File: config.mk
export PLATFORM = sky130hd
export DESIGN_NAME = scan_to_points_emergency_stop_unit
export DESIGN_NICKNAME = d
export VERILOG_FILES = /design/src/design/stp_pkg.sv /design/src/design/stp_fifo.sv /design/src/design/stp_front.sv /design/src/design/stp_back.sv /design/src/design/scan_to_points_emergency_stop_unit.sv
export SDC_FILE = /design/constraint.sdc
export NUM_CORES = 2
export LEC_CHECK = 0
export BUFFER_PORTS_ARGS = -buffer_cell sky130_fd_sc_hd__clkbuf_2
export CAP_MARGIN = 20
export CORE_UTILIZATION = 43
export DETAILED_ROUTE_END_ITERATION = 12
export PLACE_DENSITY = 0.6
export SLEW_MARGIN = 20
export SYNTH_ARGS = -nofsm -noshare
export SYNTH_HDL_FRONTEND = slang
export SYNTH_SLANG_ARGS = --single-unit
File: constraint.sdc
create_clock -name clk -period 13.8 [get_ports clk]
set_input_delay 1.38 -clock clk [delete_from_list [all_inputs] [get_ports clk]]
set_output_delay 1.38 -clock clk [all_outputs]
set_load 0.03 [all_outputs]
File: src/design/stp_pkg.sv
package stp_pkg;

    localparam int RANGE_W  = 13;
    localparam int OFFSET_W = 10;
    localparam int RAY_W    = 8;
    localparam int IN_W     = 16;
    localparam int X_W      = 15;
    localparam int Y_W      = 14;
    localparam int COEF_W   = 15;
    localparam int PROD_W   = RANGE_W + COEF_W;
    localparam int CFG_IDX_W  = 3;
    localparam int CFG_DATA_W = 13;
    localparam int QUEUE_DEPTH = 2;

    localparam logic [RANGE_W-1:0]         MAX_RANGE_RESET   = 13'd4000;
    localparam logic [RANGE_W-1:0]         MIN_RANGE_RESET   = 13'd50;
    localparam logic signed [OFFSET_W-1:0] MOUNT_OFFSET_RESET = 10'sd20;
    localparam logic [RANGE_W-1:0]         CENTRE_STOP_RESET = 13'd350;
    localparam logic [RANGE_W-1:0]         SIDE_STOP_RESET   = 13'd100;

    // half a millimetre in q15, for round to nearest
    localparam logic [PROD_W-1:0] ROUND_HALF = 28'd16384;

    typedef enum logic [CFG_IDX_W-1:0] {
        CFG_MAX_RANGE    = 3'd0,
        CFG_MIN_RANGE    = 3'd1,
        CFG_MOUNT_OFFSET = 3'd2,
        CFG_CENTRE_STOP  = 3'd3,
        CFG_SIDE_STOP    = 3'd4
    } stp_cfg_index_t;

    typedef struct packed {
        logic [RANGE_W-1:0]         max_range;
        logic [RANGE_W-1:0]         min_range;
        logic signed [OFFSET_W-1:0] mount_offset;
        logic [RANGE_W-1:0]         centre_stop;
        logic [RANGE_W-1:0]         side_stop;
    } stp_cfg_t;

    // classified ray handed from the front to the back
    typedef struct packed {
        logic [RANGE_W-1:0] range;
        logic [RAY_W-1:0]   ray;
        logic               valid;
        logic               emergency;
        logic               last;
    } stp_item_t;

    // round(32768*sin(k deg)) for k = 0..90, saturated to 32767
    localparam logic [COEF_W-1:0] QUARTER_SINE [0:90] = '{
        15'd0,     15'd572,   15'd1144,  15'd1715,  15'd2286,
        15'd2856,  15'd3425,  15'd3993,  15'd4560,  15'd5126,
        15'd5690,  15'd6252,  15'd6813,  15'd7371,  15'd7927,
        15'd8481,  15'd9032,  15'd9580,  15'd10126, 15'd10668,
        15'd11207, 15'd11743, 15'd12275, 15'd12803, 15'd13328,
        15'd13848, 15'd14365, 15'd14876, 15'd15384, 15'd15886,
        15'd16384, 15'd16877, 15'd17364, 15'd17847, 15'd18324,
        15'd18795, 15'd19261, 15'd19720, 15'd20174, 15'd20622,
        15'd21063, 15'd21498, 15'd21926, 15'd22348, 15'd22763,
        15'd23170, 15'd23571, 15'd23965, 15'd24351, 15'd24730,
        15'd25102, 15'd25466, 15'd25822, 15'd26170, 15'd26510,
        15'd26842, 15'd27166, 15'd27482, 15'd27789, 15'd28088,
        15'd28378, 15'd28660, 15'd28932, 15'd29197, 15'd29452,
        15'd29698, 15'd29935, 15'd30163, 15'd30382, 15'd30592,
        15'd30792, 15'd30983, 15'd31164, 15'd31336, 15'd31499,
        15'd31651, 15'd31795, 15'd31928, 15'd32052, 15'd32166,
        15'd32270, 15'd32365, 15'd32449, 15'd32524, 15'd32588,
        15'd32643, 15'd32688, 15'd32723, 15'd32748, 15'd32763,
        15'd32767
    };

endpackage

File: src/design/stp_fifo.sv
module stp_fifo
(
    input  logic                clk,
    input  logic                rst_n,
    input  logic                push_valid,
    output logic                push_ready,
    input  stp_pkg::stp_item_t  push_item,
    output logic                pop_valid,
    input  logic                pop_ready,
    output stp_pkg::stp_item_t  pop_item
);

    localparam int DEPTH = stp_pkg::QUEUE_DEPTH;
    localparam int PTR_W = (DEPTH > 1) ? $clog2(DEPTH) : 1;
    localparam int CNT_W = $clog2(DEPTH + 1);

    stp_pkg::stp_item_t entry_reg [DEPTH];
    logic [PTR_W-1:0] wr_ptr_reg, wr_ptr_next;
    logic [PTR_W-1:0] rd_ptr_reg, rd_ptr_next;
    logic [CNT_W-1:0] count_reg, count_next;
    logic do_push, do_pop;

    assign push_ready = (count_reg != CNT_W'(DEPTH));
    assign pop_valid  = (count_reg != '0);
    assign pop_item   = entry_reg[rd_ptr_reg];
    assign do_push    = push_valid && push_ready;
    assign do_pop     = pop_valid && pop_ready;

    always_comb
    begin
        wr_ptr_next = wr_ptr_reg;
        rd_ptr_next = rd_ptr_reg;
        count_next  = count_reg;
        if (do_push)
        begin
            wr_ptr_next = (wr_ptr_reg == PTR_W'(DEPTH - 1)) ? '0 : wr_ptr_reg + 1'b1;
        end
        if (do_pop)
        begin
            rd_ptr_next = (rd_ptr_reg == PTR_W'(DEPTH - 1)) ? '0 : rd_ptr_reg + 1'b1;
        end
        if (do_push && !do_pop)
        begin
            count_next = count_reg + 1'b1;
        end
        else if (do_pop && !do_push)
        begin
            count_next = count_reg - 1'b1;
        end
    end

    always_ff @(posedge clk or negedge rst_n)
    begin
        if (!rst_n)
        begin
            wr_ptr_reg <= '0;
            rd_ptr_reg <= '0;
            count_reg  <= '0;
        end
        else
        begin
            wr_ptr_reg <= wr_ptr_next;
            rd_ptr_reg <= rd_ptr_next;
            count_reg  <= count_next;
        end
    end

    always_ff @(posedge clk)
    begin
        if (do_push)
        begin
            entry_reg[wr_ptr_reg] <= push_item;
        end
    end

endmodule

File: src/design/stp_front.sv
module stp_front
#(
    parameter int RAY_COUNT = 181,
    parameter int SIDE_RAYS = 45
)
(
    input  logic                          clk,
    input  logic                          rst_n,
    input  stp_pkg::stp_cfg_t             cfg,
    input  logic                          in_valid,
    output logic                          in_ready,
    input  logic [stp_pkg::IN_W-1:0]      range_mm,
    output logic                          push_valid,
    input  logic                          push_ready,
    output stp_pkg::stp_item_t            push_item
);

    localparam int RW = stp_pkg::RANGE_W;
    localparam int MW = RW + 9;

    logic [stp_pkg::RAY_W-1:0] ray_reg, ray_next;
    logic                      latch_reg, latch_next;
    logic                      accept;
    logic [RW-1:0]             r_clamp;
    logic                      side_sector;
    logic [9:0]                two_i;
    logic [9:0]                centre_dist;
    logic [8:0]                weight;
    logic [MW-1:0]             lhs;
    logic [MW-1:0]             rhs;
    logic                      hit;
    logic                      latched_now;
    logic                      last;

    assign in_ready   = push_ready;
    assign push_valid = in_valid;
    assign accept     = in_valid && push_ready;

    always_comb
    begin
        r_clamp = (range_mm > {{(stp_pkg::IN_W-RW){1'b0}}, cfg.max_range})
                  ? cfg.max_range : range_mm[RW-1:0];

        side_sector = ({2'b00, ray_reg} <= 10'(SIDE_RAYS))
                   || ({2'b00, ray_reg} + 10'(SIDE_RAYS) >= 10'(RAY_COUNT - 1));

        // triangle weight RAY_COUNT - |2i - RAY_COUNT|
        two_i       = {1'b0, ray_reg, 1'b0};
        centre_dist = (two_i >= 10'(RAY_COUNT)) ? two_i - 10'(RAY_COUNT)
                                                : 10'(RAY_COUNT) - two_i;
        weight      = 9'(10'(RAY_COUNT) - centre_dist);

        lhs = MW'(r_clamp) * MW'(RAY_COUNT);
        rhs = MW'(cfg.centre_stop) * MW'(weight);
        hit = side_sector ? (r_clamp < cfg.side_stop) : (lhs < rhs);

        latched_now = latch_reg || hit;
        last        = (ray_reg == stp_pkg::RAY_W'(RAY_COUNT - 1));

        push_item.range     = r_clamp;
        push_item.ray       = ray_reg;
        push_item.valid     = (r_clamp > cfg.min_range) && !latched_now;
        push_item.emergency = latched_now;
        push_item.last      = last;

        ray_next   = ray_reg;
        latch_next = latch_reg;
        if (accept)
        begin
            ray_next   = last ? '0 : ray_reg + 1'b1;
            latch_next = last ? 1'b0 : latched_now;
        end
    end

    always_ff @(posedge clk or negedge rst_n)
    begin
        if (!rst_n)
        begin
            ray_reg   <= '0;
            latch_reg <= 1'b0;
        end
        else
        begin
            ray_reg   <= ray_next;
            latch_reg <= latch_next;
        end
    end

endmodule

File: src/design/stp_back.sv
module stp_back
#(
    parameter int RAY_COUNT = 181
)
(
    input  logic                                 clk,
    input  logic                                 rst_n,
    input  logic signed [stp_pkg::OFFSET_W-1:0]  mount_offset,
    input  logic                                 pop_valid,
    output logic                                 pop_ready,
    input  stp_pkg::stp_item_t                   pop_item,
    output logic                                 out_valid,
    input  logic                                 out_ready,
    output logic signed [stp_pkg::X_W-1:0]       x_mm,
    output logic signed [stp_pkg::Y_W-1:0]       y_mm,
    output logic                                 point_valid,
    output logic                                 emergency,
    output logic [stp_pkg::RAY_W-1:0]            ray_number,
    output logic                                 end_of_scan
);

    localparam int RW   = stp_pkg::RANGE_W;
    localparam int PW   = stp_pkg::PROD_W;
    localparam int CW   = stp_pkg::COEF_W;
    localparam int HALF = RAY_COUNT / 2;

    logic                 adv_out, adv_s1;
    logic [7:0]           ang;
    logic                 ang_neg;
    logic [6:0]           sin_idx, cos_idx;
    logic                 cos_neg;
    logic [CW-1:0]        sin_mag, cos_mag;
    logic [PW-1:0]        prod_x_next, prod_y_next;

    logic                 s1_valid_reg;
    stp_pkg::stp_item_t   s1_item_reg;
    logic [PW-1:0]        s1_prod_x_reg, s1_prod_y_reg;
    logic                 s1_neg_x_reg, s1_neg_y_reg;

    logic [RW-1:0]                  px, py;
    logic signed [stp_pkg::X_W-1:0] x_next;
    logic signed [stp_pkg::Y_W-1:0] y_next;

    logic                           out_valid_reg;
    logic signed [stp_pkg::X_W-1:0] x_reg;
    logic signed [stp_pkg::Y_W-1:0] y_reg;
    logic                           pv_reg, em_reg, last_reg;
    logic [stp_pkg::RAY_W-1:0]      ray_reg;

    assign adv_out   = !out_valid_reg || out_ready;
    assign adv_s1    = !s1_valid_reg || adv_out;
    assign pop_ready = adv_s1;

    // angle of the ray from the centre, then quarter-wave table lookup
    always_comb
    begin
        ang_neg = (pop_item.ray < 8'(HALF));
        ang     = ang_neg ? 8'(HALF) - pop_item.ray : pop_item.ray - 8'(HALF);
        sin_idx = (ang <= 8'd90) ? ang[6:0] : 7'(8'd180 - ang);
        cos_neg = (ang > 8'd90);
        cos_idx = cos_neg ? 7'(ang - 8'd90) : 7'(8'd90 - ang);
        sin_mag = stp_pkg::QUARTER_SINE[sin_idx];
        cos_mag = stp_pkg::QUARTER_SINE[cos_idx];
        prod_x_next = PW'(pop_item.range) * PW'(cos_mag) + stp_pkg::ROUND_HALF;
        prod_y_next = PW'(pop_item.range) * PW'(sin_mag) + stp_pkg::ROUND_HALF;
    end

    always_comb
    begin
        px = s1_prod_x_reg[PW-1:PW-RW];
        py = s1_prod_y_reg[PW-1:PW-RW];
        x_next = s1_neg_x_reg ? -$signed({2'b00, px}) : $signed({2'b00, px});
        x_next = x_next + stp_pkg::X_W'(mount_offset);
        y_next = s1_neg_y_reg ? -$signed({1'b0, py}) : $signed({1'b0, py});
        if (!s1_item_reg.valid)
        begin
            x_next = '0;
            y_next = '0;
        end
    end

    always_ff @(posedge clk or negedge rst_n)
    begin
        if (!rst_n)
        begin
            s1_valid_reg  <= 1'b0;
            out_valid_reg <= 1'b0;
        end
        else
        begin
            if (adv_s1)
            begin
                s1_valid_reg <= pop_valid;
            end
            if (adv_out)
            begin
                out_valid_reg <= s1_valid_reg;
            end
        end
    end

    always_ff @(posedge clk)
    begin
        if (adv_s1 && pop_valid)
        begin
            s1_item_reg   <= pop_item;
            s1_prod_x_reg <= prod_x_next;
            s1_prod_y_reg <= prod_y_next;
            s1_neg_x_reg  <= cos_neg;
            s1_neg_y_reg  <= ang_neg;
        end
        if (adv_out && s1_valid_reg)
        begin
            x_reg    <= x_next;
            y_reg    <= y_next;
            pv_reg   <= s1_item_reg.valid;
            em_reg   <= s1_item_reg.emergency;
            ray_reg  <= s1_item_reg.ray;
            last_reg <= s1_item_reg.last;
        end
    end

    assign out_valid   = out_valid_reg;
    assign x_mm        = x_reg;
    assign y_mm        = y_reg;
    assign point_valid = pv_reg;
    assign emergency   = em_reg;
    assign ray_number  = ray_reg;
    assign end_of_scan = last_reg;

endmodule

File: src/design/scan_to_points_emergency_stop_unit.sv
// path: an accepted item is written into the queue, registered in the multiply stage and
// then in the output register, which offers it and holds it while the output side stalls
// throughput: one item per cycle while the output side is ready; the combinational classifier
// in the front and the two-stage multiply and round pipeline in the back both take an item every cycle
// reset: rst_n clears the ray counter, the stop latch, the queue and the pipeline at once
// and loads the register defaults; no clearing pass
module scan_to_points_emergency_stop_unit
#(
    parameter int RAY_COUNT = 181,
    parameter int SIDE_RAYS = 45
)
(
    input  logic                                  clk,
    input  logic                                  rst_n,
    input  logic                                  cfg_write_en,
    input  logic [stp_pkg::CFG_IDX_W-1:0]         cfg_index,
    input  logic [stp_pkg::CFG_DATA_W-1:0]        cfg_data,
    input  logic                                  in_valid,
    output logic                                  in_ready,
    input  logic [stp_pkg::IN_W-1:0]              range_mm,
    output logic                                  out_valid,
    input  logic                                  out_ready,
    output logic signed [stp_pkg::X_W-1:0]        x_mm,
    output logic signed [stp_pkg::Y_W-1:0]        y_mm,
    output logic                                  point_valid,
    output logic                                  emergency,
    output logic [stp_pkg::RAY_W-1:0]             ray_number,
    output logic                                  end_of_scan
);

    stp_pkg::stp_cfg_t  cfg_reg;
    logic               q_push_valid, q_push_ready;
    stp_pkg::stp_item_t q_push_item;
    logic               q_pop_valid, q_pop_ready;
    stp_pkg::stp_item_t q_pop_item;

    always_ff @(posedge clk or negedge rst_n)
    begin
        if (!rst_n)
        begin
            cfg_reg.max_range    <= stp_pkg::MAX_RANGE_RESET;
            cfg_reg.min_range    <= stp_pkg::MIN_RANGE_RESET;
            cfg_reg.mount_offset <= stp_pkg::MOUNT_OFFSET_RESET;
            cfg_reg.centre_stop  <= stp_pkg::CENTRE_STOP_RESET;
            cfg_reg.side_stop    <= stp_pkg::SIDE_STOP_RESET;
        end
        else if (cfg_write_en)
        begin
            case (cfg_index)
                stp_pkg::CFG_MAX_RANGE:    cfg_reg.max_range    <= cfg_data;
                stp_pkg::CFG_MIN_RANGE:    cfg_reg.min_range    <= cfg_data;
                stp_pkg::CFG_MOUNT_OFFSET:
                    cfg_reg.mount_offset <= $signed(cfg_data[stp_pkg::OFFSET_W-1:0]);
                stp_pkg::CFG_CENTRE_STOP:  cfg_reg.centre_stop  <= cfg_data;
                stp_pkg::CFG_SIDE_STOP:    cfg_reg.side_stop    <= cfg_data;
                default: ;
            endcase
        end
    end

    stp_front #(
        .RAY_COUNT (RAY_COUNT),
        .SIDE_RAYS (SIDE_RAYS)
    ) u_front (
        .clk        (clk),
        .rst_n      (rst_n),
        .cfg        (cfg_reg),
        .in_valid   (in_valid),
        .in_ready   (in_ready),
        .range_mm   (range_mm),
        .push_valid (q_push_valid),
        .push_ready (q_push_ready),
        .push_item  (q_push_item)
    );

    stp_fifo u_queue (
        .clk        (clk),
        .rst_n      (rst_n),
        .push_valid (q_push_valid),
        .push_ready (q_push_ready),
        .push_item  (q_push_item),
        .pop_valid  (q_pop_valid),
        .pop_ready  (q_pop_ready),
        .pop_item   (q_pop_item)
    );

    stp_back #(
        .RAY_COUNT (RAY_COUNT)
    ) u_back (
        .clk          (clk),
        .rst_n        (rst_n),
        .mount_offset (cfg_reg.mount_offset),
        .pop_valid    (q_pop_valid),
        .pop_ready    (q_pop_ready),
        .pop_item     (q_pop_item),
        .out_valid    (out_valid),
        .out_ready    (out_ready),
        .x_mm         (x_mm),
        .y_mm         (y_mm),
        .point_valid  (point_valid),
        .emergency    (emergency),
        .ray_number   (ray_number),
        .end_of_scan  (end_of_scan)
    );

endmodule

# --- Word-level counts from Yosys, hierarchy flattened ---
# Memory sizes are Yosys's and may differ from the RTL's.
# Cells that the tools add are included.
word_totals:
  mem_count: 3
  romBits: 3840
  word_cells: 117
  ff_bits: 186
  mem_bits_rw: 48
classes:
  multipliers: 4
  n_mux: 20
  n_reduce_logical: 24
  n_lt_le_gt_ge: 12
  bitwise_logic: 2
  eq_ne: 6
  addsub: 19
mem_list:
  columns: ["name", "depth", "word_bits", "rd", "rd_clocked_by_memory_dff", "wr", "line_no", "text"]
  rows:
  - ["(name not given)", 128, 15, 1, 0, 0, "stp_back.sv:63", "cos_mag = stp_pkg::QUARTER_SINE[cos_idx];"]
  - ["(name not given)", 128, 15, 1, 0, 0, "stp_back.sv:62", "sin_mag = stp_pkg::QUARTER_SINE[sin_idx];"]
  - ["u_queue.entry_reg", 2, 24, 1, 0, 1, "stp_fifo.sv:17", "stp_pkg::stp_item_t entry_reg [DEPTH];"]
ops:
  columns: ["cell", "count"]
  rows:
  - ["$mux 15", 5]
  - ["$add 28x15->28 const B", 2]
  - ["$mul 13x15->28", 2]
  - ["$mux 13", 2]
  - ["$lt 21x22->1", 1]
  - ["$mul 13x9->22", 1]
  - ["$mul 13x8->21 const B", 1]
  - ["$sub 8x9->9 const A", 2]
  - ["$ge 8x8->1 const B", 2]
  - ["$gt 16x13->1", 1]
  - ["$mux 8", 2]
  - ["$not 7->8", 2]
  - ["$add 15x10->15", 1]
  - ["$neg 13->15", 1]
  - ["$mux 7", 2]
  - ["$neg 13->14", 1]
  - ["$gt 13x13->1", 1]
  - ["$lt 13x13->1", 1]
  - ["$reduce_and 2->1", 6]
  - ["$ge 10x8->1 const B", 1]
  - ["$add 8x6->9 const B", 1]
  - ["$ge 9x8->1 const B", 1]
  - ["$mux 9", 1]
  - ["$sub 9x8->9 const B", 1]
  - ["25 further kinds", 46]

# --- Longest topological paths before layout ---
# An unclocked memory read counts as a cell.
logic_depth:
  ltp_word: 11
  depth_mapped: 54

# --- Hierarchy ---
# A second synthesis with hierarchy kept.
unflattened:
  cells_unflattened: 3647
  area_unflattened_um2: 33345.7
modules_own_cells:
  columns: ["module", "area_per_inst_um2", "cells_per_inst", "instances", "seq_area_each_um2"]
  rows:
  - ["stp_back", 21000.1, 2458, 1, 2422.3]
  - ["stp_front", 7920.1, 962, 1, 225.2]
  - ["scan_to_points_emergency_stop_unit", 2394.8, 134, 1, 1576.5]
  - ["stp_fifo", 2030.7, 93, 1, 1541.5]

# --- Worst setup path after synthesis ---
# No wires, ideal clock.
synth_timing:
  kind: "reg-to-reg"
  startpoint: "reg u_queue.rd_ptr_reg"
  endpoint: "reg u_back.s1_prod_y_reg[25], data pin"
  arrival_time_ns: 10.973
  slack_ns: 2.570
  t_required_ns: 13.542
  path_stages_with_launch: 44
  n_path_buf: 7
  path_cell_list: "dfrtp_1 buf_6 buf_6 mux2i_1 buf_2 inv_1 clkbuf_1 clkbuf_1 ha_1 clkbuf_1 o211ai_1 o21a_1 a22o_1 o31ai_4 a21oi_4 a21oi_2 inv_2 buf_6 [8 not listed] inv_1 fa_1 inv_1 fa_1 inv_1 fa_1 inv_1 fa_1 ha_1 ha_1 a2111o_1 a2111oi_0 o311ai_4 a21oi_2 a21oi_2 a41o_1 nor2_1 xnor2_1"
synth_lines:
  columns: ["item", "line_no", "text"]
  rows:
  - ["start: declaration", "stp_fifo.sv:19", "logic [PTR_W-1:0] rd_ptr_reg, rd_ptr_next;"]
  - ["start signal: assignment", "stp_fifo.sv:63", "rd_ptr_reg <= rd_ptr_next;"]
  - ["end signal: assignment", "stp_back.sv:108", "s1_prod_y_reg <= prod_y_next;"]
  - ["end: declaration", "stp_back.sv:37", "logic [PW-1:0] s1_prod_x_reg, s1_prod_y_reg;"]

==> results_tabular.tex <==
\begin{tabular}{lr}
\hline
Metric & Value \\
\hline
\multicolumn{2}{l}{\textbf{Outcome}} \\
\quad Outcome & complete, no violations \\
\multicolumn{2}{l}{\textbf{Final layout}} \\
\quad Ratio of cells with drive above 1 in the final layout & approximately a tenth \\
\quad Utilization after layout & a little under half \\
\quad Multi-input logic area & 0.02465 mm2 \\
\quad Post-layout nets & 4515 \\
\quad Largest register FFs & just over 60 \\
\quad Final instance area & around 0.036 mm2 \\
\quad Layout area overhead & 8.080\% \\
\quad Fill cell instance count of the final layout & roughly 7300 \\
\quad Area used by sequential logic in the layout & 0.005767 mm2 \\
\multicolumn{2}{l}{\textbf{Synth}} \\
\quad Top-area cell type share of the netlist area & 23.14\% \\
\quad Cell Area, Synth & 0.03297 mm2 \\
\quad Most used flip-flop cell after synthesis & sky130\_fd\_sc\_hd\_\_edfxtp\_1 \\
\quad Number of flip-flops and latches in the synthesized netlist & roughly 200 \\
\quad Post-synthesis instance total & 3687 \\
\quad Number of enable-type register cells in the synthesized netlist & 127 \\
\quad Share of async-settable or async-resettable flops after synthesis & 37.75\% \\
\quad Top area cells in the synthesized netlist & sky130\_fd\_sc\_hd\_\_fa\_1 (23\%), sky130\_fd\_sc\_hd\_\_ha\_1 (14\%), sky130\_fd\_sc\_hd\_\_edfxtp\_1 (12\%) \\
\quad Most instantiated library cell after synthesis & sky130\_fd\_sc\_hd\_\_inv\_1 \\
\quad Average cell area after synthesis & 8.941 um2 \\
\quad Post-synthesis cell type with the largest combined area & sky130\_fd\_sc\_hd\_\_fa\_1 \\
\quad Synthesized netlist net count & 4484 \\
\quad List of most frequent post-synthesis cells & sky130\_fd\_sc\_hd\_\_inv\_1 (531), sky130\_fd\_sc\_hd\_\_nand2\_1 (413), sky130\_fd\_sc\_hd\_\_fa\_1 (381) \\
\quad Distinct cells, synth & 123 \\
\quad Yosys warning count & 0 \\
\quad Part of the Yosys area used for sequential elements & 17.49\% \\
\multicolumn{2}{l}{\textbf{CTS}} \\
\quad H-tree depth reported by CTS & 1 \\
\quad TritonCTS Sinks & 204 \\
\quad Clock Path Buffers & 3 \\
\quad CTS Buf Count & 24 \\
\quad CTS-repair resized insts & 0 \\
\quad Hold-fix buffers at CTS & 0 \\
\quad CTS tree & yes \\
\quad Post-CTS Setup Bufs & 0 \\
\quad Clock latency reported for the late side of the worst-skew pair & 0.56 ns \\
\quad Root Buffer & sky130\_fd\_sc\_hd\_\_clkbuf\_16 \\
\quad Clock transition at the registers of the reported paths & about 0.09 ns \\
\multicolumn{2}{l}{\textbf{STA}} \\
\quad Unrepaired setup endpoints after global routing & no \\
\quad Accumulated negative setup slack & 0 ns \\
\quad Final Hold Slack & 0.3958 ns \\
\quad Min Tclk post-route & 12.76 ns \\
\quad Period utilisation layout & between 90 and 100\% \\
\quad Number of setup violations in the final report & 0 \\
\quad Slew headroom & between 15 and 20\% \\
\quad Least-Margin Pin Slew & 1.242 ns \\
\quad Maximum clock skew at final layout & 0.04151 ns \\
\quad Maximum frequency from static timing analysis & between 0.07 and 0.08 GHz \\
\quad Pins over their slew limit & 0 \\
\quad Final-report hold violation count & 0 \\
\multicolumn{2}{l}{\textbf{Critical path}} \\
\quad RR Startpoint & u\_queue.rd\_ptr\_reg \\
\quad Slowest-stage cell, CP & sky130\_fd\_sc\_hd\_\_dfrtp\_2 \\
\quad Capture instance of the worst register-to-register path & u\_back.s1\_prod\_x\_reg[22] \\
\quad Maximum single-stage delay on the critical path & 0.74 ns \\
\quad R2r worst-path depth & 38 \\
\quad Worst setup EP type & flip-flop \\
\quad Slack of the worst reg-to-reg path & 1.04 ns \\
\quad Worst setup SP type & flip-flop \\
\quad Critical path peak fanout & 24 \\
\quad Library cell appearing most often on the critical path & sky130\_fd\_sc\_hd\_\_fa\_1 \\
\quad CP Data Arrival Time & between 10 and 15 ns \\
\quad Critical path class & reg2reg \\
\quad WP data required & 14.08 ns \\
\multicolumn{2}{l}{\textbf{Placement}} \\
\quad HPWL after DPL & 76310 um \\
\quad Final GP Congestion & $\sim$0.94 \\
\quad Number of I/O port buffers & 78 \\
\quad Post-Place Cell Area & 0.03472 mm2 \\
\multicolumn{2}{l}{\textbf{GRT}} \\
\quad Global route hottest layer & met2 \\
\quad Initial antenna violation count & 1 \\
\quad Met3 track utilization from global routing & 3.221\% \\
\quad Met2 Resource Use GR & approximately 40\% \\
\quad GRT Util Overall & 25.26\% \\
\quad Met1 Resource Use GR & 36.68\% \\
\quad Vias in the first global route & 26360 \\
\quad Largest net degree at the start of global routing & 69 \\
\quad First-pass GRT wire length & $\sim$150000 um \\
\quad GRT Residual Overflow & 0 \\
\multicolumn{2}{l}{\textbf{Worst hold path}} \\
\quad Min-Delay Path Depth & 0 \\
\quad Worst min-delay path endpoint & u\_back.ray\_number[4] \\
\quad Hold Crit Class & reg2reg \\
\quad Worst Min Path Start & u\_back.s1\_item\_reg[7] \\
\multicolumn{2}{l}{\textbf{Route}} \\
\quad Iteration-0 DRC count of the detailed router & 2102 \\
\quad Antenna violation net count after detailed routing & 0 \\
\quad Total length of routed wires & roughly 100000 um \\
\quad First-pass detailed-route iteration total & 6 \\
\quad DRC viols & 0 \\
\quad Average routed wire per standard cell & 20.40 um \\
\quad Number of vias after detailed routing & 26480 \\
\quad Post-detailed-route via-to-cell ratio & around 5.6 \\
\multicolumn{2}{l}{\textbf{Floorplan}} \\
\quad Die outline area & 0.07778 mm2 \\
\quad Initial core utilization & 43.41\% \\
\quad Height of the die & 278.9 um \\
\quad Floorplan core area & 0.07595 mm2 \\
\quad Row cnt & $\sim$100 \\
\quad Boundary pin count & 79 \\
\quad Die X-Extent & 278.9 um \\
\multicolumn{2}{l}{\textbf{Flow run}} \\
\quad Max-cap violation count & 0 \\
\hline
\end{tabular}
## critical path: cells and delay by family (launching register included)
family	cells	cell delay (ns)
and+or+nand+nor	8	1.90
buffers and inverters	4	0.59
xor gates and xnor gates	2	0.34
DFF	1	0.74
muxes	3	1.91
adders and majority gates	9	4.15
AOI/OAI and AO/OA	12	2.80
## through the flow
stage | cells | worst slack (ns)
global placement | 4721 | 1.260
floorplan | 3687 | 2.570
detailed placement | 4721 | 1.198
finish | 4767 | 1.035
global route | 4766 | 0.2059
CTS | 4765 | 1.146
## per-layer routing
metal | vias to the layer above | wire (um)
met1 | 13000 | 44860
met4 | 0 | 2480
met2 | 942 | 43380
met5 | - | 0
li1 | 12400 | -
met3 | 137 | 6525
## placed cells by master, fill, tap and decap left out, drive strengths merged, types with 45 or more instances in the layout
cell,instances
inv,545
nand2,415
fa,381
ha,379
nor2,323
o21ai,183
a21oi,159
edfxtp,127
clkbuf,102
and2,99
xnor2,95
buf,81
nor2b,60
dfrtp,57
nand3,52
mux2,52
nand2b,45
## worst max path at each step
stage                             startpoint                       end  slack [ns]  cells after the start
final                     u_queue.rd_ptr_reg  u_back.s1_prod_x_reg[22]        1.04                     38
after global routing      u_queue.rd_ptr_reg  u_back.s1_prod_x_reg[20]        0.21                     38
after floorplan           u_queue.rd_ptr_reg  u_back.s1_prod_y_reg[25]        2.57                     43
after global placement    u_queue.rd_ptr_reg  u_back.s1_prod_x_reg[22]        1.26                     38
after CTS                 u_queue.rd_ptr_reg  u_back.s1_prod_x_reg[22]        1.15                     38
after detailed placement  u_queue.rd_ptr_reg  u_back.s1_prod_x_reg[22]        1.20                     38
## layout make-up
type | count | share of cell area [%]
antenna | 1 | 0.007023
clock inverter | 19 | 0.7585
clock buffer | 25 | 1.756
multi-input combinational | 2789 | 69.19
timing repair buffer | 158 | 2.788
inverter | 541 | 5.699
sequential | 204 | 16.18
tap | 1030 | 3.617
## cell families after synthesis
kind of cell / count (synthesis) / share of synthesized area [%]
xor gates and xnor gates: 124 / 3.317
buffers and inverters: 694 / 8.141
DFF: 204 / 17.49
adders and majority gates: 762 / 37.58
AOI/OAI and AO/OA: 671 / 14.05
muxes: 96 / 3.272
and+or+nand+nor: 1136 / 16.15
Power is not shown: default switching activity piles up to over one toggle a cycle in this logic, so the estimate is an artifact.
